**src/hw/rtl/ezwpd_pkg.sv**
```systemverilog
// ---------------------------------------------------------------------------
// ezwpd_pkg
// Types and constants of the energy / zero-crossing wake pattern detector.
// ---------------------------------------------------------------------------
`default_nettype none

package ezwpd_pkg;

  localparam int unsigned SampleW  = 16;
  localparam int unsigned TimeW    = 32;
  localparam int unsigned EnergyW  = 16;
  localparam int unsigned ZcrW     = 16;
  localparam int unsigned StateW   = 3;
  localparam int unsigned TotalW   = 32;
  localparam int unsigned CfgW     = 16;
  localparam int unsigned CfgIdxW  = 1;
  localparam int unsigned VoicedW  = 16;

  localparam logic [CfgIdxW-1:0] CFG_THRESHOLD = 1'b0;
  localparam logic [CfgIdxW-1:0] CFG_COOLDOWN  = 1'b1;

  localparam logic [CfgW-1:0] THRESHOLD_RST = 16'd500;
  localparam logic [CfgW-1:0] COOLDOWN_RST  = 16'd2000;

  localparam logic [TimeW-1:0] LONG_MS     = 32'd1500;
  localparam logic [TimeW-1:0] MIN_FALL_MS = 32'd300;
  localparam logic [TimeW-1:0] MAX_FALL_MS = 32'd1200;
  localparam logic [VoicedW-1:0] SUSTAIN_FRAMES = 16'd3;
  localparam logic [VoicedW-1:0] DETECT_FRAMES  = 16'd5;

  typedef enum logic [StateW-1:0] {
    PAT_IDLE      = 3'd0,
    PAT_RISING    = 3'd1,
    PAT_SUSTAINED = 3'd2,
    PAT_FALLING   = 3'd3,
    PAT_DETECTED  = 3'd4
  } pat_e;

  typedef enum logic [2:0] {
    CT_IDLE,
    CT_SQUARE,
    CT_DIV_E,
    CT_SQRT,
    CT_DIV_Z,
    CT_EMIT
  } ctl_e;

endpackage

`default_nettype wire

```
**src/hw/rtl/ezwpd_ram.sv**
```systemverilog
// ---------------------------------------------------------------------------
// ezwpd_ram
// Generic single-write, single-read RAM with registered read data.
// ---------------------------------------------------------------------------
`default_nettype none

module ezwpd_ram #(
  parameter int unsigned WIDTH = 16,
  parameter int unsigned DEPTH = 16
) (
  input  wire logic                     clk_i,
  input  wire logic                     we_i,
  input  wire logic [$clog2(DEPTH)-1:0] waddr_i,
  input  wire logic [WIDTH-1:0]         wdata_i,
  input  wire logic [$clog2(DEPTH)-1:0] raddr_i,
  output logic      [WIDTH-1:0]         rdata_o
);

  logic [WIDTH-1:0] mem_q [DEPTH];

  always_ff @(posedge clk_i) begin
    if (we_i) begin
      mem_q[waddr_i] <= wdata_i;
    end
    rdata_o <= mem_q[raddr_i];
  end

endmodule

`default_nettype wire

```
**src/hw/rtl/energy_zcr_wake_pattern_detector.sv**
```systemverilog
// ---------------------------------------------------------------------------
// energy_zcr_wake_pattern_detector
// Frame RMS energy and zero-crossing rate with a wake pattern state machine.
// ---------------------------------------------------------------------------
// channel   dir  tdata (low bit up)                          tlast
// s_axis    in   sample[15:0], time_ms[47:16]                frame_end
// m_axis    out  wake[0], frame_energy[16:1], frame_zcr[32:17],
//                pattern_state[35:33], detection_total[67:36] -
// cfg       in   cfg_we_i, cfg_idx_i, cfg_data_i
//
// A sample is accepted and then squared in a bit-serial 16-step square;
// no new sample is taken until the block is idle again. A frame-end
// sample adds 2*SSW division steps (energy and ZCR share one restoring
// divider), 16 square-root steps and a decision state (CT_EMIT).
// The result waits in an output register; a stalled output holds the
// next frame end in its decision state. Reset clears all control and
// ring valid bits at once.
// ---------------------------------------------------------------------------
`default_nettype none

module energy_zcr_wake_pattern_detector #(
  parameter int unsigned MAX_FRAME  = 512,
  parameter int unsigned RING_DEPTH = 16
) (
  input  wire logic                             clk_i,
  input  wire logic                             rst_ni,
  input  wire logic                             cfg_we_i,
  input  wire logic [ezwpd_pkg::CfgIdxW-1:0]    cfg_idx_i,
  input  wire logic [ezwpd_pkg::CfgW-1:0]       cfg_data_i,
  input  wire logic                             s_axis_tvalid,
  output logic                                  s_axis_tready,
  input  wire logic [47:0]                      s_axis_tdata,  // sample, time_ms
  input  wire logic                             s_axis_tlast,  // frame_end
  output logic                                  m_axis_tvalid,
  input  wire logic                             m_axis_tready,
  output logic      [71:0]                      m_axis_tdata   // wake, frame_energy,
                                                               // frame_zcr, pattern_state,
                                                               // detection_total
);
  import ezwpd_pkg::*;

  localparam int unsigned CNTW = $clog2(MAX_FRAME + 1);
  localparam int unsigned SSW  = 31 + $clog2(MAX_FRAME);
  localparam int unsigned STW  = $clog2(SSW);
  localparam int unsigned RPW  = $clog2(RING_DEPTH);
  localparam int unsigned RSW  = EnergyW + RPW;
  localparam int unsigned CMW  = RSW + 3;

  // configuration
  logic [CfgW-1:0] thr_q, cool_q;

  always_ff @(posedge clk_i or negedge rst_ni) begin
    if (!rst_ni) begin
      thr_q  <= THRESHOLD_RST;
      cool_q <= COOLDOWN_RST;
    end else if (cfg_we_i) begin
      case (cfg_idx_i)
        CFG_THRESHOLD: thr_q  <= cfg_data_i;
        CFG_COOLDOWN:  cool_q <= cfg_data_i;
        default:       ;
      endcase
    end
  end

  ctl_e ctl_q, ctl_d;
  logic [STW-1:0] step_q;
  logic           step_last;
  logic           in_fire, emit_fire, out_free;

  logic [SampleW-1:0] raw;
  logic               neg;
  logic [SampleW-1:0] mag;
  assign raw = s_axis_tdata[15:0];
  assign neg = raw[SampleW-1];
  assign mag = neg ? (~raw + 16'd1) : raw;

  // frame accumulators
  logic [SSW-1:0]  sq_sum_q;
  logic [CNTW-1:0] cross_q, cnt_q, cnt_div;
  logic            prev_neg_q, skip_q, last_q;
  logic [TimeW-1:0] now_q;
  logic [31:0]     mcand_q;
  logic [SampleW-1:0] mplier_q;

  // shared divider and sqrt
  logic [SSW-1:0]  dvd_q;
  logic [CNTW-1:0] rem_q;
  logic [CNTW:0]   rem_sh;
  logic            q_bit;
  logic [31:0]     sv_q;
  logic [17:0]     srem_q;
  logic [19:0]     srem_sh, s_trial;
  logic [EnergyW-1:0] root_q, energy_q;
  logic            s_bit;

  assign cnt_div = (cnt_q == '0) ? CNTW'(1) : cnt_q;
  assign rem_sh  = {rem_q, dvd_q[SSW-1]};
  assign q_bit   = rem_sh >= {1'b0, cnt_div};
  assign srem_sh = {srem_q, sv_q[31:30]};
  assign s_trial = {2'b00, root_q, 2'b01};
  assign s_bit   = srem_sh >= s_trial;

  always_comb begin
    case (ctl_q)
      CT_SQUARE, CT_SQRT: step_last = step_q == STW'(15);
      default:            step_last = step_q == STW'(SSW - 1);
    endcase
  end

  // next state
  always_comb begin
    ctl_d = ctl_q;
    case (ctl_q)
      CT_IDLE:   if (in_fire) ctl_d = CT_SQUARE;
      CT_SQUARE: if (step_last) ctl_d = last_q ? CT_DIV_E : CT_IDLE;
      CT_DIV_E:  if (step_last) ctl_d = CT_SQRT;
      CT_SQRT:   if (step_last) ctl_d = CT_DIV_Z;
      CT_DIV_Z:  if (step_last) ctl_d = CT_EMIT;
      CT_EMIT:   if (out_free) ctl_d = CT_IDLE;
      default:   ctl_d = CT_IDLE;
    endcase
  end

  // control outputs
  always_comb begin
    out_free      = !m_axis_tvalid || m_axis_tready;
    s_axis_tready = ctl_q == CT_IDLE;
    in_fire       = s_axis_tvalid && s_axis_tready;
    emit_fire     = (ctl_q == CT_EMIT) && out_free;
  end

  // ring of energies
  logic [RPW-1:0]        pos_q;
  logic [RING_DEPTH-1:0] ring_vld_q;
  logic [EnergyW-1:0]    ring_rd, ring_old;
  logic [RSW-1:0]        ring_sum_q, ring_sum_new;

  ezwpd_ram #(.WIDTH(EnergyW), .DEPTH(RING_DEPTH)) u_ring (
    .clk_i   (clk_i),
    .we_i    (emit_fire),
    .waddr_i (pos_q),
    .wdata_i (energy_q),
    .raddr_i (pos_q),
    .rdata_o (ring_rd)
  );

  assign ring_old     = ring_vld_q[pos_q] ? ring_rd : '0;
  assign ring_sum_new = ring_sum_q - RSW'(ring_old) + RSW'(energy_q);

  // pattern decision
  pat_e pat_q, pat_d;
  logic [VoicedW-1:0] voiced_q, voiced_d, voiced_inc;
  logic [TimeW-1:0]   start_q, start_d, last_wake_q, elapsed;
  logic [TotalW-1:0]  total_q;
  logic               done, wake;
  logic [CMW-1:0]     e_w, t_w, cr_w, cn_w;
  logic [ZcrW-1:0]    zcr;

  assign e_w     = CMW'(energy_q);
  assign t_w     = CMW'(thr_q);
  assign cr_w    = CMW'(cross_q);
  assign cn_w    = CMW'(cnt_div);
  assign zcr     = dvd_q[ZcrW-1:0];
  assign elapsed = now_q - start_q;
  assign voiced_inc = (voiced_q != 16'hFFFF) ? voiced_q + 16'd1 : voiced_q;

  always_comb begin
    pat_d    = pat_q;
    voiced_d = voiced_q;
    start_d  = start_q;
    done     = 1'b0;
    case (pat_q)
      PAT_IDLE: begin
        if (e_w > t_w && e_w * CMW'(2 * RING_DEPTH) > CMW'(ring_sum_new) * CMW'(3)) begin
          pat_d    = PAT_RISING;
          start_d  = now_q;
          voiced_d = '0;
        end
      end
      PAT_RISING: begin
        if (e_w * CMW'(5) > t_w * CMW'(4) && cr_w * CMW'(50) > cn_w &&
            cr_w * CMW'(5) < cn_w) begin
          voiced_d = voiced_inc;
          if (voiced_inc >= SUSTAIN_FRAMES) pat_d = PAT_SUSTAINED;
        end else if (e_w * CMW'(10) < t_w * CMW'(3)) begin
          pat_d = PAT_IDLE;
        end
      end
      PAT_SUSTAINED: begin
        if (e_w * CMW'(2) > t_w) begin
          voiced_d = voiced_inc;
          if (elapsed > LONG_MS) pat_d = PAT_IDLE;
        end else begin
          pat_d = PAT_FALLING;
        end
      end
      PAT_FALLING: begin
        if (elapsed >= MIN_FALL_MS && elapsed <= MAX_FALL_MS && voiced_q >= DETECT_FRAMES) begin
          pat_d = PAT_DETECTED;
          done  = 1'b1;
        end else begin
          pat_d = PAT_IDLE;
        end
      end
      default: pat_d = PAT_IDLE;
    endcase
    wake = done && ((now_q - last_wake_q) >= TimeW'(cool_q));
  end

  // control registers
  always_ff @(posedge clk_i or negedge rst_ni) begin
    if (!rst_ni) begin
      ctl_q         <= CT_IDLE;
      step_q        <= '0;
      cross_q       <= '0;
      cnt_q         <= '0;
      prev_neg_q    <= 1'b0;
      sq_sum_q      <= '0;
      pos_q         <= '0;
      ring_vld_q    <= '0;
      ring_sum_q    <= '0;
      pat_q         <= PAT_IDLE;
      voiced_q      <= '0;
      start_q       <= '0;
      last_wake_q   <= '0;
      total_q       <= '0;
      m_axis_tvalid <= 1'b0;
    end else begin
      ctl_q <= ctl_d;
      if (ctl_d != ctl_q) step_q <= '0;
      else                step_q <= step_q + STW'(1);

      if (emit_fire)          m_axis_tvalid <= 1'b1;
      else if (m_axis_tready) m_axis_tvalid <= 1'b0;

      if (in_fire && cnt_q < CNTW'(MAX_FRAME)) begin
        if (cnt_q != '0 && neg != prev_neg_q) cross_q <= cross_q + CNTW'(1);
        prev_neg_q <= neg;
        cnt_q      <= cnt_q + CNTW'(1);
      end

      if (ctl_q == CT_SQUARE && !skip_q && mplier_q[0]) begin
        sq_sum_q <= sq_sum_q + SSW'(mcand_q);
      end

      if (emit_fire) begin
        ring_sum_q       <= ring_sum_new;
        ring_vld_q[pos_q] <= 1'b1;
        pos_q            <= (pos_q == RPW'(RING_DEPTH - 1)) ? '0 : pos_q + RPW'(1);
        pat_q            <= pat_d;
        voiced_q         <= voiced_d;
        start_q          <= start_d;
        if (wake) begin
          last_wake_q <= now_q;
          total_q     <= total_q + TotalW'(1);
        end
        sq_sum_q   <= '0;
        cross_q    <= '0;
        cnt_q      <= '0;
        prev_neg_q <= 1'b0;
      end
    end
  end

  // datapath registers
  always_ff @(posedge clk_i) begin
    if (in_fire) begin
      mcand_q  <= {16'd0, mag};
      mplier_q <= mag;
      skip_q   <= !(cnt_q < CNTW'(MAX_FRAME));
      last_q   <= s_axis_tlast;
      if (s_axis_tlast) now_q <= s_axis_tdata[47:16];
    end

    case (ctl_q)
      CT_SQUARE: begin
        mcand_q  <= {mcand_q[30:0], 1'b0};
        mplier_q <= {1'b0, mplier_q[SampleW-1:1]};
        if (step_last) begin
          dvd_q <= sq_sum_q + ((!skip_q && mplier_q[0]) ? SSW'(mcand_q) : '0);
          rem_q <= '0;
        end
      end
      CT_DIV_E, CT_DIV_Z: begin
        dvd_q <= {dvd_q[SSW-2:0], q_bit};
        rem_q <= q_bit ? CNTW'(rem_sh - {1'b0, cnt_div}) : rem_sh[CNTW-1:0];
        if (ctl_q == CT_DIV_E && step_last) begin
          sv_q   <= {dvd_q[30:0], q_bit};
          srem_q <= '0;
          root_q <= '0;
        end
      end
      CT_SQRT: begin
        sv_q   <= {sv_q[29:0], 2'b00};
        srem_q <= s_bit ? 18'(srem_sh - s_trial) : srem_sh[17:0];
        root_q <= {root_q[EnergyW-2:0], s_bit};
        if (step_last) begin
          energy_q <= {root_q[EnergyW-2:0], s_bit};
          dvd_q    <= SSW'({cross_q, 16'd0});
          rem_q    <= '0;
        end
      end
      default: ;
    endcase

    if (emit_fire) begin
      m_axis_tdata <= {4'd0,
                       wake ? total_q + TotalW'(1) : total_q,
                       pat_d, zcr, energy_q, wake};
    end
  end

endmodule

`default_nettype wire
```
**config.mk**
```make
export PLATFORM = sky130hd
export DESIGN_NAME = energy_zcr_wake_pattern_detector
export DESIGN_NICKNAME = d
export VERILOG_FILES = /design/src/hw/rtl/ezwpd_pkg.sv /design/src/hw/rtl/ezwpd_ram.sv /design/src/hw/rtl/energy_zcr_wake_pattern_detector.sv
export SDC_FILE = /design/constraint.sdc
export NUM_CORES = 2
export LEC_CHECK = 0
export ABC_AREA = 1
export BUFFER_PORTS_ARGS = -buffer_cell sky130_fd_sc_hd__buf_2
export CELL_PAD_IN_SITES_DETAIL_PLACEMENT = 1
export CELL_PAD_IN_SITES_GLOBAL_PLACEMENT = 2
export CORE_MARGIN = 5
export CORE_UTILIZATION = 42
export CTS_CLUSTER_SIZE = 12
export DETAILED_ROUTE_END_ITERATION = 10
export PLACE_DENSITY = 0.93
export SETUP_SLACK_MARGIN = 0.02
export SYNTH_ARGS = -nofsm -noshare
export SYNTH_HDL_FRONTEND = slang
export SYNTH_HIERARCHICAL = 1
export SYNTH_SLANG_ARGS = --single-unit
```
**constraint.sdc**
```tcl
create_clock -name clk_i -period 17 [get_ports clk_i]
set_input_delay 2.55 -clock clk_i [delete_from_list [all_inputs] [get_ports clk_i]]
set_output_delay 2.55 -clock clk_i [all_outputs]
set_load 0.005 [all_outputs]
```
==> impl_metrics.yaml <==
status:
  status: "finished clean"
synthesis:
  synth_cell_types: 71
  synthFlopType: "edfxtp_1"
  ys_seq_area_share_pct: 43.13
  synth_top_area_share_pct: 30.28
  yosys_register_bits: 812
  synth_compound_area_share_pct: 10.61
  synth_most_common_cell: "nand2_1"
  synth_area_mm2: 0.05315
  async_flop_share_pct: 31.77
  yosys_warnings: 6
  yosys.area_share.adder_pct: 10.83
  syn_inst: 6617
  avgSynthCellArea_um2: 8.033
  synth_area_leaders: "edfxtp_1, nand2_1, dfrtp_1"
  synth-edff-count: 536
  netlist_top_cells_count: "nand2_1, inv_1, edfxtp_1"
  synth_top_area_cell: "edfxtp_1"
  synth_mux_area_share_pct: 0
  synth_top_family_by_area: "simple AND/OR/NAND/NOR gates"
  synth_xor_area_share_pct: 3.065
  synthSimpleGateAreaFrac_pct: 23.02
final_layout:
  syn2layout_area_growth_pct: 10.64
  postLayoutCoreUtil_pct: 46.77
  nFillCells: 15156
  stdcell_count: 8492
  drive_gt1_share_pct: 6.740
  layout.nets: 7273
power:
  p_leak_nw: 28.07
  irDropWorstVdd_mv: 0.2785
  power_density_mw_per_mm2: 189.8
timing:
  max_freq_mhz: 117.0
  hold_violations: 0
  finalClockSkew_ns: 0.02495
  finalSetupViolCount: 0
  fin_tns_setup_ns: 0
  rsz0062_at_grt: "false"
  worst_slew_pin_slew_ns: 1.258
  post-route-period-util_pct: 50.29
  fin_ws_ns: 8.451
  relSlewSlack_pct: 16.04
  fin_crit_ns: 8.549
  report.final.slew_viol_count: 0
place:
  place_congestion: 0.9167
  dp_slack_ns: 8.604
  io_buffer_count: 140
  placedCellCount: 8314
  dpl.hpwl_mm: 124.2
setup_path:
  startpoint_type: "register"
  end_kind: "register"
  cpPeakStageDelay_ns: 0.73
  cp.arrival_ns: 9.10
  cp_slowest_cell: "nand4_4"
  reg2reg_setup_slack_ns: 8.45
  r2r_cells: 33
  setup.worst_path.class: "register to register"
  cp.required_ns: 17.55
  worstPathMaxFanout: 64
  cp_common_cell: "nand2_1"
clock_tree:
  post_cts_buffers: 0
  cts-root-buf: "clkbuf_16"
  cts.sinks: 812
  cts_tree: "built"
  clk_latency_ns: 0.68
  clkTransAtPathRegs_ns: 0.06
  clk_path_buf_depth: 3
  ctsResizeCount: 0
  ctsHoldBuffers: 0
  cts_buffers: 94
  htree_levels: 3
die:
  io_pins: 145
  die_w_um: 365.7
  initial_core_util_pct: 42.27
  fp.dieH_um: 365.7
  core_mm2: 0.1257
  core.rowCount: 130
  dieArea_mm2: 0.1338
flow_run:
  cap_viol_max_count: 0
global_routing:
  grt_pass1_vias: 48122
  grt_pass1_wl_mm: 265.8
  grtUsageTotal_pct: 24.64
  grt_max_degree: 140
  overflow: 0
  antenna_found_initial: 4
drt:
  initialDrtViolationCount: 2705
  final_antenna_net_count: 0
  wl_mm: 168.9
  first_pass_iters: 5
  vias_per_cell: 5.367
  wl_per_cell_um: 19.89
  vias: 45580
  drc: 0
hold_path:
  hold_depth: 0
  hold_path.class: "register to register"
[layer usage]
layer	global-route usage [%]	wire, µm	share of wire, %
met2	43.72	83130	49
met1	31.12	73000	43
met4	8.264	5724	3.4
met5	0	0	0
met3	3.014	7077	4.2
[layout by cell type, fill, tap and decap left out, types with 14 or more instances in the layout]
master	netlist	final
nand2_1	1729	1726
inv_1	1087	1085
edfxtp_1	536	536
nor2_1	502	499
nand3_1	431	430
ha_1	412	412
a21oi_1	398	397
o21ai_0	319	319
dfrtp_1	246	244
buf_2	32	139
xor2_1	137	137
clkbuf_16	0	96
nand4_1	89	89
nor3_1	80	80
buf_4	28	62
o21bai_1	49	49
xnor2_1	49	49
a31oi_1	31	31
fa_1	30	30
o21ai_2	29	29
a21o_1	24	24
clkbuf_1	75	23
o22ai_1	21	21
nor4_1	19	18
clkinv_2	0	18
dfxtp_1	18	18
o211ai_1	17	17
nand3b_1	17	17
o31ai_1	14	14
[kinds of logic (layout without fill, tap and decap cells)]
group	after synthesis	in the layout
AOI/OAI and AO/OA	987	987
other	1	6
DFF	812	812
xor gates and xnor gates	186	186
buffers and inverters	1259	1479
adders and majority gates	442	442
and+or+nand+nor	2930	2930
[flip-flops by register name, indices dropped and copies added, names as in the netlist, 6 cells and up]
signal,flops
voiced_q,16
energy_q,16
sq_sum_q,40
cnt_q,10
mcand_q,32
now_q,32
root_q,16
cross_q,10
last_wake_q,32
sv_q,32
m_axis_tdata,68
dvd_q,40
u_ring/mem_q,256
thr_q,16
ring_sum_q,20
ring_vld_q,16
srem_q,18
rem_q,10
u_ring/rdata_o,16
total_q,32
cool_q,16
step_q,6
mplier_q,16
start_q,32
[cell type report]
| class | instances | area (µm²) | share of cell area [%] |
|---|---|---|---|
| sequential | 812 | 22930 | 38.99 |
| inverter | 1100 | 4130 | 7.023 |
| clock inverter | 46 | 520.5 | 0.8851 |
| timing repair buffer | 203 | 1196 | 2.034 |
| antenna | 2 | 5.005 | 0.008510 |
| tap | 1650 | 2064 | 3.511 |
| multi-input combinational | 4549 | 25320 | 43.05 |
| clock buffer | 130 | 2640 | 4.489 |
[worst paths after layout]
path | startpoint | endpoint
worst min-delay path | root_q[14] | energy_q[15]
worst min register to register | root_q[14] | energy_q[15]
max in group asynchronous | rst_ni | voiced_q[3]
worst max-delay path | pos_q[0] | start_q[14]
min in group asynchronous | rst_ni | start_q[24]
worst max register to register | pos_q[0] | start_q[14]
[stage by stage]
step	hold slack, ns	cell area, µm²	total power, mW
final	0.4502	58810	11.16
after global routing	0.4678	58810	12.24
after CTS	0.4523	58800	11.23
after detailed placement	0.4383	55640	9.034
after global placement	0.4317	55640	8.781
after floorplan	0.4216	53160	7.426
[critical path, delay by kind of cell (launching register included)]
kind / cells / cell delay [ns]
AND/OR/NAND/NOR: 14 / 2.66
AO/OA/AOI/OAI: 9 / 2.05
adder cells (fa/ha/maj): 4 / 1.74
buffers and inverters: 4 / 0.85
flip-flops: 1 / 0.54
XOR/XNOR: 2 / 0.51
[power by group]
part | internal [mW] | switching (mW)
logic | 2.32 | 4.05
clock network | 1.24 | 0.876
registers | 2.46 | 0.213
total | 6.02 | 5.14
Power figures use the tool's default switching activity.
